[src/rtl/rectangle_outline_drawer_macros.svh]
// Assertion helpers for the RTL top level.
`ifndef RECTANGLE_OUTLINE_DRAWER_MACROS_SVH
`define RECTANGLE_OUTLINE_DRAWER_MACROS_SVH

// Check that a condition implies another in the same cycle.
`define ROD_ASSERT_SAME(lbl, ante, cons, msg) \
    lbl: assert property (@(posedge i_clk) disable iff (!i_rst_n) \
        (ante) |-> (cons)) else $error(msg);

// Check that a condition implies another in the next cycle.
`define ROD_ASSERT_NEXT(lbl, ante, cons, msg) \
    lbl: assert property (@(posedge i_clk) disable iff (!i_rst_n) \
        (ante) |=> (cons)) else $error(msg);

`endif

[src/rtl/rod_ram.sv]
`timescale 1ns / 1ps
module rod_ram #(
    parameter int WIDTH = 8,
    parameter int DEPTH = 16
) (
    input  logic                                      i_clk,
    input  logic                                      i_we,
    input  logic                                      i_re,
    input  logic [((DEPTH > 1) ? $clog2(DEPTH) : 1)-1:0] i_addr,
    input  logic [WIDTH-1:0]                          i_wdata,
    output logic [WIDTH-1:0]                          o_rdata
);

    logic [WIDTH-1:0] mem [DEPTH];
    logic [WIDTH-1:0] r_rdata;

    always_ff @(posedge i_clk) begin
        if (i_we) begin
            mem[i_addr] <= i_wdata;
        end
        if (i_re) begin
            r_rdata <= mem[i_addr];
        end
    end

    assign o_rdata = r_rdata;

endmodule

[config.mk]
export PLATFORM = sky130hd
export DESIGN_NAME = rod_ram
export DESIGN_NICKNAME = d
export VERILOG_FILES = /design/src/rtl/rectangle_outline_drawer_macros.svh /design/src/rtl/rod_ram.sv
export SDC_FILE = /design/constraint.sdc
export NUM_CORES = 1
export LEC_CHECK = 0
export ABC_AREA = 1
export BUFFER_PORTS_ARGS = -buffer_cell sky130_fd_sc_hd__buf_4
export CAP_MARGIN = 20
export CELL_PAD_IN_SITES_DETAIL_PLACEMENT = 1
export CELL_PAD_IN_SITES_GLOBAL_PLACEMENT = 1
export CORE_MARGIN = 5
export CORE_UTILIZATION = 30
export DETAILED_ROUTE_END_ITERATION = 10
export HOLD_SLACK_MARGIN = 0.12
export PLACE_DENSITY_LB_ADDON = 0.1
export SETUP_SLACK_MARGIN = 0.15
export SLEW_MARGIN = 10
export SYNTH_ARGS = -nofsm -noshare
export SYNTH_HDL_FRONTEND = slang
export SYNTH_SLANG_ARGS = --single-unit
[constraint.sdc]
create_clock -name i_clk -period 4.7 [get_ports i_clk]
set_clock_uncertainty 0.2 [all_clocks]
set_input_delay 0.94 -clock i_clk [delete_from_list [all_inputs] [get_ports i_clk]]
set_output_delay 0.94 -clock i_clk [all_outputs]
set_load 0.01 [all_outputs]
Yosys cells after proc, flatten, opt, wreduce, memory -nomap -nowiden --
Memories as Yosys holds them, arrays and structs flattened. A register that Yosys moved wholly into a read port is not among the register bits. Cells that the tools add are included.
Operators by class: mux-type cells 2
Operators with widths (number):
- 1-bit 2-to-1 mux | 2
Storage, ports and cells: bits in registers 0, logic and storage cells 3, memories kept 1, bits of input ports 15, bits in writable memories 128
Memories:
- mem | words 16, width 8, read ports 1, clocked after memory_dff 1, wr ports 1, line rod_ram.sv:14 | logic [WIDTH-1:0] mem [DEPTH];

Depth between registers and ports, before layout --
depth in word-level cells 2, depth in mapped cells 11

Least setup slack after synthesis --
OpenSTA, ideal clock, no wires.
path type input to register, start input port i_addr[1] (netlist name), end memory mem[3][0], enable pin, data arrival time 1947 ps, data required time 4130 ps, cell stages on the path 4, slack 2183 ps, library setup time 370 ps, path through buf_2 clkbuf_1 nand3_1 nor2_1
RTL lines:
- start, declared | line rod_ram.sv:9 | input logic [((DEPTH > 1) ? $clog2(DEPTH) : 1)-1:0] i_addr,
- end, declared | line rod_ram.sv:14
Straight into the memory's write port.

Worst setup path after layout --
start input port i_addr[1] (netlist name), end memory mem[0][4], enable pin
Straight into the memory's write port.

==> results.txt <==
The standard cell area after detailed placement was 6040 um^2; the initial antenna violation count was 0. Along the worst path, the maximum fanout reaches 35. Synthesis inferred 136 register bits. The top cell types in the final layout, fill and taps aside, are sky130_fd_sc_hd__nand2_1, sky130_fd_sc_hd__edfxtp_1, sky130_fd_sc_hd__buf_4.

STA classifies the critical path startpoint as an input pin. The initialized floorplan defines 50 standard-cell rows. The critical path is of the input pin to register type. The ratio of cells with drive above 1 in the final layout was 0.0858.

At the end of routability-driven placement, the weighted congestion stood at 0.768. 0 antenna diodes ended up in the layout. Registers take 4080 um^2.

The time the final worst path needs with I/O delays and setup was 2.83 ns; the actual transition at the worst max-transition pin was 0.800 ns. Synthesis handed over a netlist of 548 instances. The reported max-cap violation count was 0; the required time of the critical path was 4.55 ns. For this run, the number of Yosys warnings is 0. The logs give 4 for the first-pass iteration count of the detailed router and 563 for the synthesized net count. The number of gates resized after CTS was 0. The number of setup buffers added after CTS is 0. In the final layout, the multi-input gates occupy 1390 um^2.

The final instance area was 6610 um^2; the power density over cell area was 430 nW/um^2. The portion of the post-synthesis area used by sequential elements was 0.720. In this run the clock root is driven by a sky130_fd_sc_hd__clkbuf_16. Critical hold path startpoint: i_re. For the worst setup path, the data arrival time is 2.68 ns.

The total die area is 21800 um^2. The number of max-slew violations in the final report came out at 0. The maximum clock frequency is 0.353 GHz, and the layout filler cell count is 2093. In this run the standard cell core region covers 18600 um^2. The tools report the post-place setup slack as 1.40 ns. The horizontal die dimension is 148 um, and the setup TNS is 0 ns. The flow ran to the end, and the final reports show no timing, DRC or antenna violations. The worst setup path is captured at a register. The run gives 586 as the post-layout net count.

For the leakage power of the design, the log shows 2.75 nW. After detailed routing, the number of remaining DRC violations is 0. A synthesized cell averages 10.4 um^2. The synthesized netlist occupies a cell area of 5670 um^2. Final hold analysis gives a worst-case slack of 0.607 ns. After layout, the worst setup slack is 1.87 ns.

The logs give 3998 for the via count of the first global-routing pass and 0 for the count of hold buffers inserted by post-cts repair. The beginning of the worst register-to-register path was mem[5][3]$_DFFE_PP_. The logs give 786 for the cell count after placement and 0.147 for the combined global-route utilization of all metal layers.

The most common cell after layout, fill and taps aside is sky130_fd_sc_hd__nand2_1. The routed layout has 3627 vias. The H-tree generated during clock tree synthesis spans 4 levels.

The run gives 15.1 mm as the total detailed-routing wirelength. The relative slew slack is 0.465, and the number of buffers added on ports is 22. The share of the clock period used by the worst path is 0.602.

The logs give 817 for the count of placed standard cells in the final layout, fillers left out and 0 for the leftover overflow at the end of global routing. TritonCTS built the clock tree. For the number of top-level pins, the log shows 23. Dividing the detail-routed via count by the number of cells gives 4.44. For the maximum buffer depth of the clock tree, the log shows 2. Overall power consumption after layout is estimated at 2.84 mW. Entering global routing, the biggest net connects 58 pins. Setup repair after global routing left no endpoint under its margin. For the unique cell type count in the Yosys netlist, the log shows 10.

The post-layout utilization of the core is 0.354, and the first-pass GRT wire length is 23.0 mm. From synthesis to final layout, the design area changed by 16.4%. After the first detailed-routing iteration, the DRC count stood at 201. In this run, CTS created clock tree buffers numbering 17. The run gives 136 as the clock sink count.

The critical path startpoint is i_addr[1]. The clock reaches the later pin of the worst-skew pair after 0.42 ns. The die outline height works out to 148 um.

The number of hold violations in the final report was 0. The wire length per cell after detailed routing is 18.5 um. Setup violations remaining at the end of the flow were counted as 0. The tools report the post-detailed-placement half-perimeter wirelength as 9.92 mm.

The path class of the tightest hold or removal check is input pin to register. The clock transition time at the flip-flop clock pins of the worst setup and hold paths came out at 0.06 ns. The worst IR drop on VDD is 0.000238 V.

The initial core utilization was 0.304. The run gives 0 as the remaining antenna violation count after routing.
==> cell type report <==
| class | instances | share of cell area |
|---|---|---|
| clock buffers | 20 | 0.0661 |
| inverters | 23 | 0.0131 |
| flip-flops and latches | 136 | 0.618 |
| clock inverters | 11 | 0.0199 |
| repair buffers | 25 | 0.0284 |
| multi-input cells | 368 | 0.210 |
| well taps | 234 | 0.0443 |
==> path summary, 6_finish.rpt <==
check	to	slack, ns	cells after the start
setup reg to reg	o_rdata[3]$_DFFE_PP_	3.29	8
hold / removal	o_rdata[1]$_DFFE_PP_	0.61	1
setup / recovery	mem[0][4]$_DFFE_PP_	1.87	5
hold reg to reg	o_rdata[5]$_DFFE_PP_	0.61	8
==> flip-flops by register name, summed over array words and instances, names as in the netlist <==
signal and cells:
mem 128, o_rdata 8
==> metal layers <==
| layer | global-route usage | up-vias | share of wire |
|---|---|---|---|
| met5 | 0 | - | 0 |
| met4 | 0.0377 | 0 | 0.010 |
| met3 | 0.0386 | 14 | 0.030 |
| met2 | 0.253 | 49 | 0.51 |
| met1 | 0.185 | 1764 | 0.45 |
| li1 | - | 1800 | - |
==> report_power, final <==
group	switching [mW]	total, mW	internal [mW]
sequential	0.00678	1.37	1.37
clock	0.471	1.29	0.821
combinational	0.129	0.175	0.0464
total	0.606	2.84	2.23
==> cell usage after synthesis <==
cell type,n,area (um^2)
sky130_fd_sc_hd__buf_4,6,45.0
sky130_fd_sc_hd__inv_1,21,78.8
sky130_fd_sc_hd__nand2_1,346,1300
sky130_fd_sc_hd__clkbuf_1,3,11.3
sky130_fd_sc_hd__clkinv_1,1,3.75
sky130_fd_sc_hd__buf_2,12,60.1
sky130_fd_sc_hd__inv_2,1,3.75
sky130_fd_sc_hd__nor2_1,18,67.6
sky130_fd_sc_hd__nand3_1,4,20.0
sky130_fd_sc_hd__edfxtp_1,136,4080
==> kinds of logic (layout without fill, tap and decap cells) <==
| group | after synthesis | after routing | share of synthesized area |
|---|---|---|---|
| buffers and inverters | 44 | 79 | 0.0357 |
| AND/OR/NAND/NOR | 368 | 368 | 0.244 |
| flip-flops | 136 | 136 | 0.720 |
==> worst max-delay path, cell delays in order <==
cell and delay (ns):
sky130_fd_sc_hd__buf_4 0.23, sky130_fd_sc_hd__clkinv_1 0.28, sky130_fd_sc_hd__buf_4 0.29, sky130_fd_sc_hd__nand3_1 0.31
sky130_fd_sc_hd__nor2_1 0.60
Note: power is estimated with default switching activity, not from simulation.
