[config.mk]
export PLATFORM = sky130hd
export DESIGN_NAME = rod_raster
export DESIGN_NICKNAME = d
export VERILOG_FILES = /design/src/rtl/rectangle_outline_drawer_macros.svh /design/src/rtl/rod_pkg.sv /design/src/rtl/rod_raster.sv
export SDC_FILE = /design/constraint.sdc
export NUM_CORES = 1
export LEC_CHECK = 0
export BUFFER_PORTS_ARGS = -buffer_cell sky130_fd_sc_hd__buf_2
export CAP_MARGIN = 25
export CORE_ASPECT_RATIO = 1.5
export CORE_MARGIN = 2
export CORE_UTILIZATION = 55
export CTS_BUF_LIST = sky130_fd_sc_hd__clkbuf_4 sky130_fd_sc_hd__clkbuf_8 sky130_fd_sc_hd__clkbuf_16
export DETAILED_ROUTE_END_ITERATION = 6
export GPL_ROUTABILITY_DRIVEN = 0
export GPL_TIMING_DRIVEN = 0
export MAX_ROUTING_LAYER = met4
export PLACE_DENSITY = 0.74
export SETUP_SLACK_MARGIN = 0.3
export SLEW_MARGIN = 10
export SYNTH_ARGS = -nofsm -noshare
export SYNTH_HDL_FRONTEND = slang
export SYNTH_SLANG_ARGS = --single-unit
[constraint.sdc]
create_clock -name i_clk -period 14.77 [get_ports i_clk]
set_input_delay 2.2155 -clock i_clk [delete_from_list [all_inputs] [get_ports i_clk]]
set_output_delay 2.2155 -clock i_clk [all_outputs]
set_load 0.005 [all_outputs]
[src/rtl/rectangle_outline_drawer_macros.svh]
// Assertion helpers for the RTL top level.
`ifndef RECTANGLE_OUTLINE_DRAWER_MACROS_SVH
`define RECTANGLE_OUTLINE_DRAWER_MACROS_SVH

// Check that a condition implies another in the same cycle.
`define ROD_ASSERT_SAME(lbl, ante, cons, msg) \
    lbl: assert property (@(posedge i_clk) disable iff (!i_rst_n) \
        (ante) |-> (cons)) else $error(msg);

// Check that a condition implies another in the next cycle.
`define ROD_ASSERT_NEXT(lbl, ante, cons, msg) \
    lbl: assert property (@(posedge i_clk) disable iff (!i_rst_n) \
        (ante) |=> (cons)) else $error(msg);

`endif

[src/rtl/rod_pkg.sv]
`timescale 1ns / 1ps
package rod_pkg;

    localparam int MAX_COLS = 128;
    localparam int MAX_ROWS = 128;
    localparam int DEPTH    = MAX_COLS * MAX_ROWS;
    localparam int ADDR_W   = (DEPTH > 1) ? $clog2(DEPTH) : 1;
    localparam int COL_IW   = (MAX_COLS > 1) ? $clog2(MAX_COLS) : 1;
    localparam int ROW_IW   = (MAX_ROWS > 1) ? $clog2(MAX_ROWS) : 1;
    localparam int CFG_W    = 8;
    localparam int PIX_W    = 8;
    localparam int CRD_W    = 18;

    localparam logic signed [CRD_W-1:0] CRD_ONE  = 1;
    localparam logic signed [CRD_W-1:0] CRD_ZERO = 0;

    localparam logic [1:0] FUNC_DRAW  = 2'd0;
    localparam logic [1:0] FUNC_READ  = 2'd1;
    localparam logic [1:0] FUNC_WRITE = 2'd2;

    localparam logic CFG_COLS = 1'b0;
    localparam logic CFG_ROWS = 1'b1;

    localparam logic [CFG_W-1:0] CFG_RESET = 8'd128;

    typedef struct packed {
        logic [1:0]        func;
        logic signed [15:0] x_pos;
        logic signed [15:0] y_pos;
        logic signed [15:0] rect_w;
        logic signed [15:0] rect_h;
        logic [PIX_W-1:0]  pixel_color;
    } t_cmd;

    typedef struct packed {
        logic [PIX_W-1:0] read_value;
        logic             outside_frame;
    } t_res;

    typedef struct packed {
        logic              we;
        logic              re;
        logic [ADDR_W-1:0] addr;
        logic [PIX_W-1:0]  wdata;
    } t_mem_req;

    typedef struct packed {
        logic [CFG_W-1:0] cols;
        logic [CFG_W-1:0] rows;
    } t_frame;

    typedef enum logic [3:0] {
        ST_CLEAR,
        ST_IDLE,
        ST_SETUP,
        ST_CLIP,
        ST_ROW,
        ST_SPAN,
        ST_RIGHT,
        ST_PIX,
        ST_RWAIT,
        ST_DONE
    } t_state;

    function automatic logic signed [CRD_W-1:0] sx16(logic signed [15:0] v);
        return {{(CRD_W-16){v[15]}}, v};
    endfunction

    function automatic logic signed [CRD_W-1:0] ux8(logic [CFG_W-1:0] v);
        return {{(CRD_W-CFG_W){1'b0}}, v};
    endfunction

endpackage

[src/rtl/rod_raster.sv]
`timescale 1ns / 1ps
module rod_raster (
    input  logic                  i_clk,
    input  logic                  i_rst_n,
    input  logic                  i_start,
    input  rod_pkg::t_cmd         i_cmd,
    input  rod_pkg::t_frame       i_frame,
    input  logic [rod_pkg::PIX_W-1:0] i_rdata,
    output rod_pkg::t_mem_req     o_mem,
    output rod_pkg::t_res         o_res,
    output logic                  o_busy,
    output logic                  o_done
);
    import rod_pkg::*;

    t_state r_state, n_state;
    logic [ADDR_W-1:0] r_clr, n_clr;
    t_cmd r_cmd, n_cmd;
    t_res r_res, n_res;
    logic signed [CRD_W-1:0] r_c0, n_c0, r_c1, n_c1, r_r0, n_r0, r_r1, n_r1;
    logic signed [CRD_W-1:0] r_lo, n_lo, r_hi, n_hi, r_ca, n_ca, r_cb, n_cb;
    logic signed [CRD_W-1:0] r_row, n_row, r_col, n_col;

    logic signed [CRD_W-1:0] cols_s, rows_s, x_s, y_s, w_s, h_s;
    logic signed [CRD_W-1:0] row_sel, col_sel;
    logic edge_row, c0_in, c1_in, pix_in;

    function automatic logic in_range(logic signed [CRD_W-1:0] v,
                                      logic signed [CRD_W-1:0] lim);
        return (v >= CRD_ZERO) && (v < lim);
    endfunction

    assign cols_s   = ux8(i_frame.cols);
    assign rows_s   = ux8(i_frame.rows);
    assign x_s      = sx16(r_cmd.x_pos);
    assign y_s      = sx16(r_cmd.y_pos);
    assign w_s      = sx16(r_cmd.rect_w);
    assign h_s      = sx16(r_cmd.rect_h);
    assign edge_row = (r_row == r_r0) || (r_row == r_r1);
    assign c0_in    = in_range(r_c0, cols_s);
    assign c1_in    = in_range(r_c1, cols_s);
    assign pix_in   = in_range(x_s, cols_s) && in_range(y_s, rows_s);

    always_ff @(posedge i_clk) begin
        if (!i_rst_n) begin
            r_state <= ST_CLEAR;
            r_clr   <= '0;
        end else begin
            r_state <= n_state;
            r_clr   <= n_clr;
        end
        r_cmd <= n_cmd;
        r_res <= n_res;
        r_c0  <= n_c0;
        r_c1  <= n_c1;
        r_r0  <= n_r0;
        r_r1  <= n_r1;
        r_lo  <= n_lo;
        r_hi  <= n_hi;
        r_ca  <= n_ca;
        r_cb  <= n_cb;
        r_row <= n_row;
        r_col <= n_col;
    end

    // Next state and datapath registers.
    always_comb begin
        n_state = r_state;
        n_clr   = r_clr;
        n_cmd   = r_cmd;
        n_res   = r_res;
        n_c0    = r_c0;
        n_c1    = r_c1;
        n_r0    = r_r0;
        n_r1    = r_r1;
        n_lo    = r_lo;
        n_hi    = r_hi;
        n_ca    = r_ca;
        n_cb    = r_cb;
        n_row   = r_row;
        n_col   = r_col;
        case (r_state)
            ST_CLEAR: begin
                n_clr = r_clr + ADDR_W'(1);
                if (r_clr == ADDR_W'(DEPTH - 1)) begin
                    n_state = ST_IDLE;
                end
            end
            ST_IDLE: begin
                if (i_start) begin
                    n_cmd = i_cmd;
                    n_res = '0;
                    if (i_cmd.func == FUNC_DRAW) begin
                        n_state = ST_SETUP;
                    end else if (i_cmd.func == FUNC_READ || i_cmd.func == FUNC_WRITE) begin
                        n_state = ST_PIX;
                    end else begin
                        n_state = ST_DONE;
                    end
                end
            end
            ST_SETUP: begin
                if (w_s > CRD_ZERO) begin
                    n_c0 = x_s;
                    n_c1 = x_s + w_s - CRD_ONE;
                end else begin
                    n_c0 = x_s + w_s + CRD_ONE;
                    n_c1 = x_s;
                end
                if (h_s > CRD_ZERO) begin
                    n_r0 = y_s;
                    n_r1 = y_s + h_s - CRD_ONE;
                end else begin
                    n_r0 = y_s + h_s + CRD_ONE;
                    n_r1 = y_s;
                end
                n_state = (w_s == CRD_ZERO || h_s == CRD_ZERO) ? ST_DONE : ST_CLIP;
            end
            ST_CLIP: begin
                n_lo    = (r_r0 < CRD_ZERO) ? CRD_ZERO : r_r0;
                n_hi    = (r_r1 > rows_s - CRD_ONE) ? rows_s - CRD_ONE : r_r1;
                n_ca    = (r_c0 < CRD_ZERO) ? CRD_ZERO : r_c0;
                n_cb    = (r_c1 > cols_s - CRD_ONE) ? cols_s - CRD_ONE : r_c1;
                n_row   = (r_r0 < CRD_ZERO) ? CRD_ZERO : r_r0;
                n_state = ST_ROW;
            end
            ST_ROW: begin
                if (r_row > r_hi) begin
                    n_state = ST_DONE;
                end else if (edge_row) begin
                    if (r_ca >= r_cb) begin
                        n_row = r_row + CRD_ONE;
                    end else begin
                        n_col   = r_ca + CRD_ONE;
                        n_state = ST_SPAN;
                    end
                end else begin
                    n_state = ST_RIGHT;
                end
            end
            ST_SPAN: begin
                if (r_col == r_cb) begin
                    n_row   = r_row + CRD_ONE;
                    n_state = ST_ROW;
                end else begin
                    n_col = r_col + CRD_ONE;
                end
            end
            ST_RIGHT: begin
                n_row   = r_row + CRD_ONE;
                n_state = ST_ROW;
            end
            ST_PIX: begin
                if (!pix_in) begin
                    n_res.outside_frame = 1'b1;
                    n_state = ST_DONE;
                end else if (r_cmd.func == FUNC_READ) begin
                    n_state = ST_RWAIT;
                end else begin
                    n_state = ST_DONE;
                end
            end
            ST_RWAIT: begin
                n_res.read_value = i_rdata;
                n_state = ST_DONE;
            end
            ST_DONE: begin
                n_state = ST_IDLE;
            end
            default: begin
                n_state = ST_IDLE;
            end
        endcase
    end

    // Memory requests; one multiplier forms row*cols+col for every access but the clear pass, which uses r_clr.
    always_comb begin
        o_mem       = '0;
        o_mem.wdata = r_cmd.pixel_color;
        row_sel     = r_row;
        col_sel     = r_col;
        case (r_state)
            ST_CLEAR: begin
                o_mem.we = 1'b1;
            end
            ST_ROW: begin
                if (r_row <= r_hi) begin
                    if (edge_row) begin
                        col_sel  = r_ca;
                        o_mem.we = (r_ca <= r_cb);
                    end else begin
                        col_sel  = r_c0;
                        o_mem.we = c0_in;
                    end
                end
            end
            ST_SPAN: begin
                o_mem.we = 1'b1;
            end
            ST_RIGHT: begin
                col_sel  = r_c1;
                o_mem.we = c1_in;
            end
            ST_PIX: begin
                row_sel  = y_s;
                col_sel  = x_s;
                o_mem.we = pix_in && (r_cmd.func == FUNC_WRITE);
                o_mem.re = pix_in && (r_cmd.func == FUNC_READ);
            end
            default: begin
                o_mem.we = 1'b0;
            end
        endcase
        if (r_state == ST_CLEAR) begin
            o_mem.addr  = r_clr;
            o_mem.wdata = '0;
        end else begin
            o_mem.addr = ADDR_W'(row_sel[ROW_IW-1:0]) * ADDR_W'(i_frame.cols)
                       + ADDR_W'(col_sel[COL_IW-1:0]);
        end
    end

    assign o_busy = (r_state != ST_IDLE);
    assign o_done = (r_state == ST_DONE);
    assign o_res  = r_res;

endmodule

# After elaboration in Yosys (flattened, before gate mapping)

Index checks and enable logic that the tools add are counted.

Register bits: 263
Logic and storage cells: 148

Add/sub/neg operators: 13
$mul: 1
Magnitude comparators: 18
Equal/unequal tests: 28
Multiplexer cells: 43
Reduce and logical (&&, ||, !) cells: 26

Operator list:

| operator                | count |
|---|---|
| $mux W18                | 15 |
| $pmux W18 S4            | 1 |
| $add A18 B2 Y18 const B | 3 |
| $eq A18 B18 Y1          | 3 |
| $mux W4                 | 10 |
| $add A17 B2 Y18 const B | 2 |
| $ge A18 B1 Y1 const B   | 2 |
| $gt A18 B18 Y1          | 2 |
| $le A18 B18 Y1          | 2 |
| $logic_not A18 Y1       | 2 |
| $lt A18 B1 Y1 const B   | 2 |
| $lt A18 B9 Y1           | 2 |
| $pmux W18 S2            | 1 |
| $sub A17 B2 Y18 const B | 2 |
| $add A16 B16 Y17        | 2 |
| $ge A16 B1 Y1 const B   | 2 |
| $gt A16 B1 Y1 const B   | 2 |
| $lt A16 B9 Y1           | 2 |
| $pmux W4 S8             | 1 |
| $mux W7                 | 3 |
| $pmux W7 S3             | 1 |
| $ge A18 B18 Y1          | 1 |
| $gt A18 B9 Y1           | 1 |
| $ne A2 B2 Y1 const B    | 9 |
| 31 further kinds        | 56 |

# Depth between registers and ports, before layout

Gate-level depths: netlist of run 1.

Depth in word-level cells: 7
Gate-level depth with buffers: 28

# Worst setup path after synthesis of run 1

OpenSTA, ideal clock, no wires.

Path type: in2out
Start: input i_frame[8] (netlist bit)
End: output o_mem[20] (netlist bit)
Data arrival time: 6264 ps
Data required time: 12554 ps
Path slack: 6291 ps
Stages on the path: 17
Path buffers: 1
Cell sequence: clkbuf_1 nand2_1 fa_1 fa_1 inv_1 fa_1 inv_1 fa_1 inv_1 ha_1 a21boi_0 o21ai_0 a21boi_0 o211ai_1 a21boi_0 nor3_1 o31ai_1

RTL lines:

| element     | line            | RTL |
|---|---|---|
| from (decl) | rod_raster.sv:7 | `input rod_pkg::t_frame i_frame,` |
| to (decl)   | rod_raster.sv:9 | `output rod_pkg::t_mem_req o_mem,` |

==> results.md, run 1 <==
* Status: completed
* Worst-path clk slew at 60 ps
* Post-synthesis sequential element count at around 260
* Fmax at between 0.1 and 0.15 GHz
* Final Setup Violations at 0
* Main synth FF type: edfxtp_1
* Pre-antenna DRT Iters at 5
* Setup CP Type: flip-flop to output pin
* Tightest Pin Transition at 953.1 ps
* Yosys warning count at 0
* Final Skew at 16.80 ps
* Total GRT Usage at 0.2720
* I/O pins at around 140
* Mapped Cells at 1999
* Hold Path Depth at 2
* First-pass GRT wire length at 76690 µm
* # rows at 84
* Seq/Total Area, Yosys at 0.3970
* Pwr dens at 74.68 nW/µm²
* Num CTS Buffers at 27
* Switching pwr at 354.1 µW
* Family with the most delay on the worst path: compound AO/OA/AOI/OAI gates
* Initial drt markers at 974
* Worst R2R Start: r_cmd[40]
* Critical Path RT at 12550 ps
* Root buffer cell: clkbuf_16
* Max transition margin at 0.3597
* Slowest stage delay, CP at 730 ps
* Async S/R FF share, synth at 0
* Vias per inst at 5.820
* Hold_buf cts at 0
* Most used cell, CP: ha_1
* Routed len/inst at 18.12 µm
* Setup WS pre-CTS at 5558 ps
* DRC viols at 0
* Max Cap Viol at 0
* R2r worst-path depth at 11
* Worst R2R End: r_r1[15]
* Min Tclk post-route at 9432 ps
* Largest fanout on the critical path at 10
* Peak supply drop at 0.09680 mV
* CP endpoint kind: output pin
* Crit path launch type: flip-flop
* Combinational group share of total power at 0.083
* Port Buffers at 130
* Internal power at 1.270 mW
* Sequential Power Share at 0.497
* EDFF count, synth at 245
* Worst path bufs/invs at 2
* Worst-Skew Late Latency at 560 ps
* Final-report max-slew violation count at 0
* Initial antenna violation count at 1
* FF-to-FF setup slack at 10730 ps
* Syn Area/Cell at 9.725 µm²
* Initial core utilization at 0.5555
* Syn nets at 2316
* Layout cell share with drive strength beyond 1 at 0.1031
* Final period utilization at 0.6386
* Worst hold path class: flip-flop to flip-flop
* CP max-delay cell: nor3b_1
* Core area at approximately 35000 µm²
* Min-Delay Endpoint: r_clr[10]
* CTS tree: built
* Number of nets in the layout at between 2k and 2.5k
* Vias in the first global route at 15.38k
* Final hold vios at 0
* Commonest cells after routing, fill and taps aside: 245 x edfxtp_1, 200 x nand2_1, 179 x ha_1
* Setup TNS at 0 ps
* Post-route ant nets at 0
* Grt ovf at 0
* Final WS setup at ~5300 ps
* Commonest non-fill, non-tap cell in the layout: edfxtp_1
* Horiz. Die Dim at between 150 and 200 µm
* RSZ-0062 raised after global routing: false
* Via count at 15.51k
* Post-DP HPWL at 39050 µm
* Clk buf depth at 3
* Hold path startpoint: r_clr[10]
* Post-CTS sizing at 0
* Leak pwr at 8.800 nW
* Crit-path cells: ha_1 -> a21o_1 -> a2111o_1 -> o31ai_2 -> nor3b_1 -> a21oi_1 -> a22oi_1 -> ha_1 -> ha_1 -> fa_1 -> ha_1 -> inv_1 -> fa_1 -> nor2b_1 -> o21ai_0 -> a21boi_0 -> o21ai_0 -> a21boi_0 -> o211ai_1 -> a21boi_0 -> nor3_1 -> o31ai_1 -> buf_2
* CTS H-Tree Depth at 1
* Die ar. at roughly 37000 µm²
* Die Y at 234.3 µm
* CP arrival at about 7200 ps
* Largest net degree at the start of global routing at 34
* Layout Area Growth over Synthesis at 11.84%
* Final core occ at 0.6212
* Clk sink count at between 200 and 300
* Clock power frac at 0.420
* Sw Share at 0.2181
* Yosys cell types at 81
* Post-Syn Area at between 15000 and 20000 µm²
* Setup bufs post-CTS at 0
* DRT Wirelength at 48280 µm
-- registers in the layout, summed over array words and instances, names as in the netlist --
register and flops:
r_cmd 58, r_c0 18, r_c1 18, r_ca 18
r_cb 18, r_col 18, r_hi 18, r_r0 18
r_r1 18, r_row 18, h_s 16, r_clr 14
o_res 9, r_state 4
-- stage by stage --
stage / std cells / hold WS, ps / total power [mW] / area, µm²
detailed placement: 2615 / 494.0 / 0.9566 / 20840
floorplan: 1999 / 466.6 / 0.9172 / 19440
global route: 2665 / 548.4 / 1.682 / 21740
global placement: 2602 / 479.3 / 0.9509 / 20680
CTS: 2663 / 502.5 / 1.638 / 21730
finish: 2665 / 511.5 / 1.624 / 21740
-- metal layers --
| layer | share of wire | up-vias | global-route usage |
|---|---|---|---|
| li1 | - | 7517 | - |
| met5 | 0 | - | - |
| met2 | 0.51 | 532 | 0.4773 |
| met4 | 0.063 | 0 | 0.1537 |
| met3 | 0.050 | 192 | 0.03216 |
| met1 | 0.38 | 7270 | 0.2975 |
-- worst reg2reg max path, stage by stage (launching register included) --
cell and delay [ps]:
edfxtp_1 560, ha_1 320, fa_1 410, a21o_1 230
a221oi_2 390, xnor2_1 250, a2111oi_0 410, nor2b_1 290
nand3_1 250, nor4_1 410, xnor2_1 170, a21oi_1 80
-- area by class of cell --
| cell class | instances | area [µm²] |
|---|---|---|
| repair buffers | 144 | 785.8 |
| well taps | 473 | 591.8 |
| clock inverters | 15 | 165.2 |
| clock buffers | 33 | 726.9 |
| diodes | 1 | 2.502 |
| inverters | 148 | 555.5 |
| multi-input cells | 1520 | 10940 |
| plain buffers | 68 | 259.0 |
| fillers | 2921 | 13260 |
| flip-flops and latches | 263 | 7717 |
-- worst max-delay path by stage --
stage,start,endpoint,slack [ps],cells after the start
after floorplan,i_frame[8],o_mem[20],6290,17
after global placement,i_frame[8],o_mem[20],5630,19
after detailed placement,i_frame[8],o_mem[20],5560,21
after CTS,r_row[1],o_mem[20],5320,24
after global routing,r_row[15],o_mem[20],4970,23
final,r_row[15],o_mem[20],5340,23
-- synth_stat cells, types with 9 or more instances --
cell type,n,area share
a211oi_1,11,0.0042
a21o_1,43,0.017
a21oi_1,111,0.029
a31oi_1,9,0.0029
and2_1,38,0.012
and3_1,17,0.0055
clkbuf_1,61,0.012
dfxtp_1,18,0.019
edfxtp_1,245,0.38
fa_1,37,0.038
ha_1,179,0.12
inv_1,147,0.028
mux2i_1,26,0.013
nand2_1,200,0.039
nand2b_1,27,0.0087
nand3_1,56,0.014
nand3b_1,20,0.0077
nand4_1,43,0.014
nor2_1,130,0.025
nor2b_1,36,0.012
nor3_1,34,0.0088
nor4_1,34,0.011
o211ai_1,12,0.0046
o21a_1,10,0.0039
o21ai_0,110,0.028
o21ai_1,19,0.0049
o22ai_1,9,0.0029
o31ai_1,12,0.0046
or3_1,11,0.0035
xnor2_1,109,0.049
xor2_1,88,0.040
-- power by group through the flow --
stage	combinational, mW	clock [mW]	sequential, mW
floorplan	0.0942	0	0.823
finish	0.134	0.682	0.807
global route	0.154	0.720	0.807
detailed placement	0.133	0	0.823
global placement	0.128	0	0.823
CTS	0.135	0.696	0.807
-- cells by family after synthesis --
logic type                 count (synthesis)  share of synthesized area
adders and majority gates                216                     0.1533
DFF                                      263                     0.3970
other                                      1                  0.0001929
xor gates and xnor gates                 198                    0.08959
muxes                                     33                    0.01744
AOI/OAI and AO/OA                        395                     0.1261
and+or+nand+nor                          677                     0.1745
buffers and inverters                    216                    0.04190
Power figures use the tool's default switching activity.
==> inputs of run 2 (changes only) <==
- clock period: 14.77 -> 8.85 ns (I/O delays scaled with it)
==> results.md, run 2 (same netlist as run 1, synthesis figures left out) <==
* Final core occ at 0.6225 (+0.001252)
* Sw Share at 0.2179 (about the same)
* Leak pwr at 8.733 nW (-0.77%)
* Min Tclk post-route at 8199 ps
* Hold path startpoint: r_clr[10]
* Post-route ant nets at 0 (unchanged)
* Commonest non-fill, non-tap cell in the layout: edfxtp_1
* Combinational group share of total power at 0.083 (about the same)
* Post-DP HPWL at 39050 µm (unchanged)
* Initial antenna violation count at 1 (unchanged)
* Final WS setup at 651.1 ps (-4687 ps)
* Clk sink count at 263 (unchanged)
* Switching pwr at 590.5 µW (+67%)
* Die ar. at 36900 µm² (unchanged)
* DRC viols at 0 (unchanged)
* RSZ-0062 raised after global routing: false
* Vias per inst at 5.818 (about the same)
* Sequential Power Share at 0.497 (about the same)
* Final hold vios at 0 (unchanged)
* Max transition margin at 0.3422 (-0.01754)
* Largest fanout on the critical path at 10 (unchanged)
* Worst-path clk slew at 60 ps (about the same)
* Via count at 15.52k (+0.032%)
* Clk buf depth at 3 (unchanged)
* FF-to-FF setup slack at 4810 ps (-5920 ps)
* Hold_buf cts at 0 (unchanged)
* Root buffer cell: clkbuf_16
* CP endpoint kind: output pin
* Internal power at 2.119 mW (+67%)
* Port Buffers at 130 (unchanged)
* Number of nets in the layout at 2491 (+0.080%)
* Vias in the first global route at 15.38k (+0.013%)
* Final Skew at 15.94 ps (-0.8558 ps)
* Layout cell share with drive strength beyond 1 at 0.1049 (+0.001730)
* Core area at 35000 µm² (unchanged)
* Commonest cells after routing, fill and taps aside: 245 x edfxtp_1, 200 x nand2_1, 179 x ha_1
* Horiz. Die Dim at 157.5 µm (unchanged)
* Fin Hold WS at 511.5 ps (+0.001000 ps)
* Total GRT Usage at 0.2721 (about the same)
* Largest register FFs at 58 (unchanged)
* Final-report max-slew violation count at 0 (unchanged)
* Crit path launch type: flip-flop
* Initial core utilization at 0.5555 (unchanged)
* Peak supply drop at 0.1615 mV (+67%)
* Die Y at 234.3 µm (unchanged)
* Status: completed
* # rows at 84 (unchanged)
* CTS H-Tree Depth at 1 (unchanged)
* Worst-Skew Late Latency at 560 ps (about the same)
* Critical Path RT at 7520 ps (-5030 ps)
* I/O pins at 136 (unchanged)
* Final period utilization at 0.9264
* Max Cap Viol at 0 (unchanged)
* Final Setup Violations at 0 (unchanged)
* Clock power frac at 0.420 (about the same)
* Grt ovf at 0 (unchanged)
* Setup CP Type: flip-flop to output pin
* Layout Area Growth over Synthesis at 12.06%
* Fmax at 0.1220 GHz
* Pre-antenna DRT Iters at 5 (unchanged)
* DRT Wirelength at 48320 µm (about the same)
* Biggest register: r_cmd
* Setup WS pre-CTS at 892.5 ps (-4665 ps)
* Routed len/inst at 18.12 µm (about the same)
* CTS tree: built
* Largest net degree at the start of global routing at 34 (unchanged)
* First-pass GRT wire length at 76700 µm (about the same)
* Critical path startpoint: r_row[15]
* Tightest Pin Transition at 979.2 ps (+26.10 ps)
* Initial drt markers at 961 (-1.3%)
* Num CTS Buffers at 27 (unchanged)
* Worst R2R Start: r_cmd[40]
* Worst hold path class: flip-flop to flip-flop
* Pwr dens at 124.4 nW/µm² (+67%)
* Setup TNS at 0 ps (unchanged)
* CP arrival at 6870 ps (-350 ps)
[run 2: final timing paths]
kind	to	cells after the start
setup / recovery	o_mem[20]	25
hold / removal	r_clr[10]	2
setup reg to reg	r_r1[15]	11
hold reg to reg	r_clr[10]	2
[run 2: stage by stage]
step	cells	power (mW)	cell area (µm²)
after floorplan	1999	1.531	19440
after global placement	2602	1.587	20680
after detailed placement	2615	1.596	20840
after CTS	2663	2.733	21740
after global routing	2667	2.807	21790
final	2667	2.709	21790
[run 2: timing repair]
item | CTS | global route
endpoints found under the setup margin | 1 | 3
pin swaps | 0 | 1
gates resized for setup | 1 | 2
hold endpoints to repair | 0 | 0
setup buffers | 0 | 2
[run 2: critical path: stages (launching register included)]
cell	delay, ps
edfxtp_1	480
ha_1	340
a21o_1	170
a2111o_1	450
o31ai_4	490
clkbuf_1	400
nor2_1	100
nor2_1	140
o22ai_1	170
fa_1	510
inv_1	40
ha_1	260
inv_1	50
fa_1	520
inv_1	40
ha_1	320
nor2b_1	140
o21ai_0	220
a21boi_0	160
o21ai_0	220
a21boi_0	170
o211ai_1	210
a21boi_0	150
o21a_1	200
o31ai_1	210
buf_2	150
[run 2: area by class of cell]
class	count	area, µm²
clock buffer	33	726.9
timing repair buffer	146	813.3
antenna	1	2.502
multi-input combinational	1520	10950
tap	473	591.8
clock inverter	15	165.2
buffer	68	259.0
sequential	263	7717
fill	2916	13210
inverter	148	555.5
[run 2: power by group through the flow]
stage / Sequential, mW / Clock [mW] / Combinational [mW]
global placement: 1.37 / 0 / 0.213
CTS: 1.35 / 1.16 / 0.225
global route: 1.35 / 1.20 / 0.258
detailed placement: 1.37 / 0 / 0.223
floorplan: 1.37 / 0 / 0.157
finish: 1.35 / 1.14 / 0.224
[run 2: layer usage]
layer  wire (µm)  GRT usage  part of all wire
met4        3074     0.1537             0.064
met2       24450     0.4773              0.51
met1       18350     0.2976              0.38
met5           0          -                 0
met3        2446    0.03216             0.051
==> inputs of run 3 (changes only) <==
- CORE_UTILIZATION: 55 -> 50
- PLACE_DENSITY: 0.74 -> 0.68
==> results.md, run 3 (same netlist as run 1, synthesis figures left out) <==
* Post-DP HPWL at 39640 µm (+1.5%)
* Via count at 15.43k (-0.56%)
* Total power at 2.833 mW (+4.5%)
* Layout cell share with drive strength beyond 1 at 0.1065 (+0.001630)
* Sequential Power Share at 0.475 (-0.022)
* Port Buffers at 130 (unchanged)
* Core area at 38430 µm² (+9.8%)
* Horiz. Die Dim at 165 µm (+4.8%)
* Clk buf depth at 3 (unchanged)
* Critical Path RT at 7520 ps (about the same)
* Layout Area Growth over Synthesis at 12.90%
* Vias per inst at 5.729 (-1.5%)
* Grt ovf at 0 (unchanged)
* DRT Wirelength at 48970 µm (+1.4%)
* Number of nets in the layout at 2495 (+0.16%)
* Num CTS Buffers at 26 (-3.7%)
* Max Cap Viol at 0 (unchanged)
* Clk sink count at 263 (unchanged)
* Peak supply drop at 0.2486 mV (+54%)
* Vias in the first global route at 15.25k (-0.83%)
* Switching pwr at 612.3 µW (+3.7%)
* RSZ-0062 raised after global routing: false
* CP endpoint kind: output pin
* Leak pwr at 8.788 nW (+0.63%)
* Final Setup Violations at 0 (unchanged)
* Status: finished, violations left
* Max transition margin at 0.3958 (+0.05360)
* Total GRT Usage at 0.2496 (-0.02245)
* Commonest non-fill, non-tap cell in the layout: edfxtp_1
* Setup CP Type: flip-flop to output pin
* Die Y at 245.5 µm (+4.8%)
* Worst-path clk slew at 60 ps (about the same)
* DRC viols at 1 (+1)
* Worst-Skew Late Latency at 570 ps (about the same)
* I/O pins at 136 (unchanged)
* Hold_buf cts at 0 (unchanged)
* Clock power frac at 0.446 (+0.026)
* CP arrival at 6690 ps (-180 ps)
* Fillers at 3341 (+15%)
* Worst hold path class: flip-flop to flip-flop
* FF-to-FF setup slack at 4780 ps (-30 ps)
* Biggest register: r_cmd
* Fmax at 0.1247 GHz (+2.2%)
* Final-report max-slew violation count at 0 (unchanged)
* Combinational group share of total power at 0.078 (-0.005)
* Post-route ant nets at 0 (unchanged)
* Final hold vios at 0 (unchanged)
* Final period utilization at 0.9064 (-0.02005)
* Crit path launch type: flip-flop
* Initial drt markers at 869 (-9.6%)
* Tightest Pin Transition at 892.2 ps (-86.97 ps)
* Largest fanout on the critical path at 10 (unchanged)
* # rows at 88 (+4.8%)
* Min Tclk post-route at 8021 ps (-177.5 ps)
* First-pass GRT wire length at 77190 µm (+0.64%)
* Initial antenna violation count at 0 (-1)
* Setup WS pre-CTS at 738.4 ps (-154.2 ps)
* Root buffer cell: clkbuf_16
* Initial core utilization at 0.5059 (-0.04956)
* CTS H-Tree Depth at 1 (unchanged)
* Pwr dens at 129.1 nW/µm² (+3.8%)
* Die ar. at 40510 µm² (+9.8%)
* Internal power at 2.220 mW (+4.8%)
* Final core occ at 0.5712 (-0.05130)
* Commonest cells after routing, fill and taps aside: 245 x edfxtp_1, 200 x nand2_1, 179 x ha_1
* Pre-antenna DRT Iters at 7 (+2)
* Setup TNS at 0 ps (unchanged)
* Largest net degree at the start of global routing at 34 (unchanged)
* CTS tree: built
* Final WS setup at 828.5 ps (+177.5 ps)
* Largest register FFs at 58 (unchanged)
* Final Skew at 22.70 ps (+6.753 ps)
* Violated checks: design-rule violations
* Routed len/inst at 18.18 µm (+0.38%)
* Sw Share at 0.2161 (-0.001808)
## run 3: cell count changes in the layout (fill, tap and decap cells not counted), moves of 2 or more
cell       before  now
bufinv_16       3    8
clkbuf_4        5    1
buf_4          11   14
clkinv_4        3    1
## run 3: path summary, 6_finish.rpt
path,start,endpoint,cells past startpoint
setup / recovery,r_row[15],o_mem[20],23
hold reg to reg,r_clr[1],r_clr[1],2
setup reg to reg,r_cmd[40],r_r1[15],11
hold / removal,r_clr[1],r_clr[1],2
## run 3: final cells by class
| class | instances | area, µm² | area share |
|---|---|---|---|
| Sequential cell | 263 | 7717 | 0.3516 |
| Timing Repair Buffer | 151 | 854.6 | 0.03894 |
| Clock buffer | 26 | 650.6 | 0.02964 |
| Clock inverter | 21 | 330.3 | 0.01505 |
| Antenna cell | 1 | 2.502 | 0.0001140 |
| Multi-Input combinational cell | 1520 | 10960 | 0.4993 |
| Tap cell | 495 | 619.3 | 0.02822 |
| Buffer | 68 | 259.0 | 0.01180 |
| Inverter | 148 | 555.5 | 0.02531 |
## run 3: power by group through the flow
stage | clock (mW) | combinational (mW) | sequential [mW]
after floorplan | 0 | 0.157 | 1.37
after global placement | 0 | 0.214 | 1.37
after detailed placement | 0 | 0.220 | 1.37
after CTS | 1.29 | 0.223 | 1.35
after global routing | 1.34 | 0.255 | 1.35
final | 1.26 | 0.221 | 1.35
## run 3: layer usage
layer | routed length [µm] | vias to the layer above | GRT usage
li1 | - | 7520 | -
met1 | 19100 | 7223 | 0.2756
met2 | 24490 | 498 | 0.4313
met3 | 2208 | 188 | 0.02547
met4 | 3172 | 0 | 0.1499
met5 | 0 | - | -
## run 3: critical path: stages (launching register included)
cell and delay, ps:
edfxtp_1 500, ha_1 340, a21o_1 170, a2111o_1 450, o31ai_4 210, buf_4 190, clkbuf_1 340, a21oi_1 140
o22a_1 250, fa_1 490, inv_1 50, fa_1 460, fa_1 540, inv_1 40, ha_1 310, o21ai_0 110
a21boi_0 260, o21ai_0 140, a21boi_0 320, o211ai_1 130, a21boi_0 250, nor3_1 80, o31ai_1 190, buf_2 160
## run 3: through the flow
stage                     instances  cell area, µm²  hold slack, ps
after floorplan                1999           19440           466.6
after global placement         2624           20710           477.3
after detailed placement       2639           20890           489.5
after CTS                      2686           21870           498.5
after global routing           2692           21950           538.9
final                          2693           21950           497.9
## run 3: repair_timing
item / 4_1_cts / 5_1_grt
setup endpoints to repair: 1 / 2
resized for setup: 1 / 3
buffers inserted: 0 / 5
pin swaps: 0 / 2
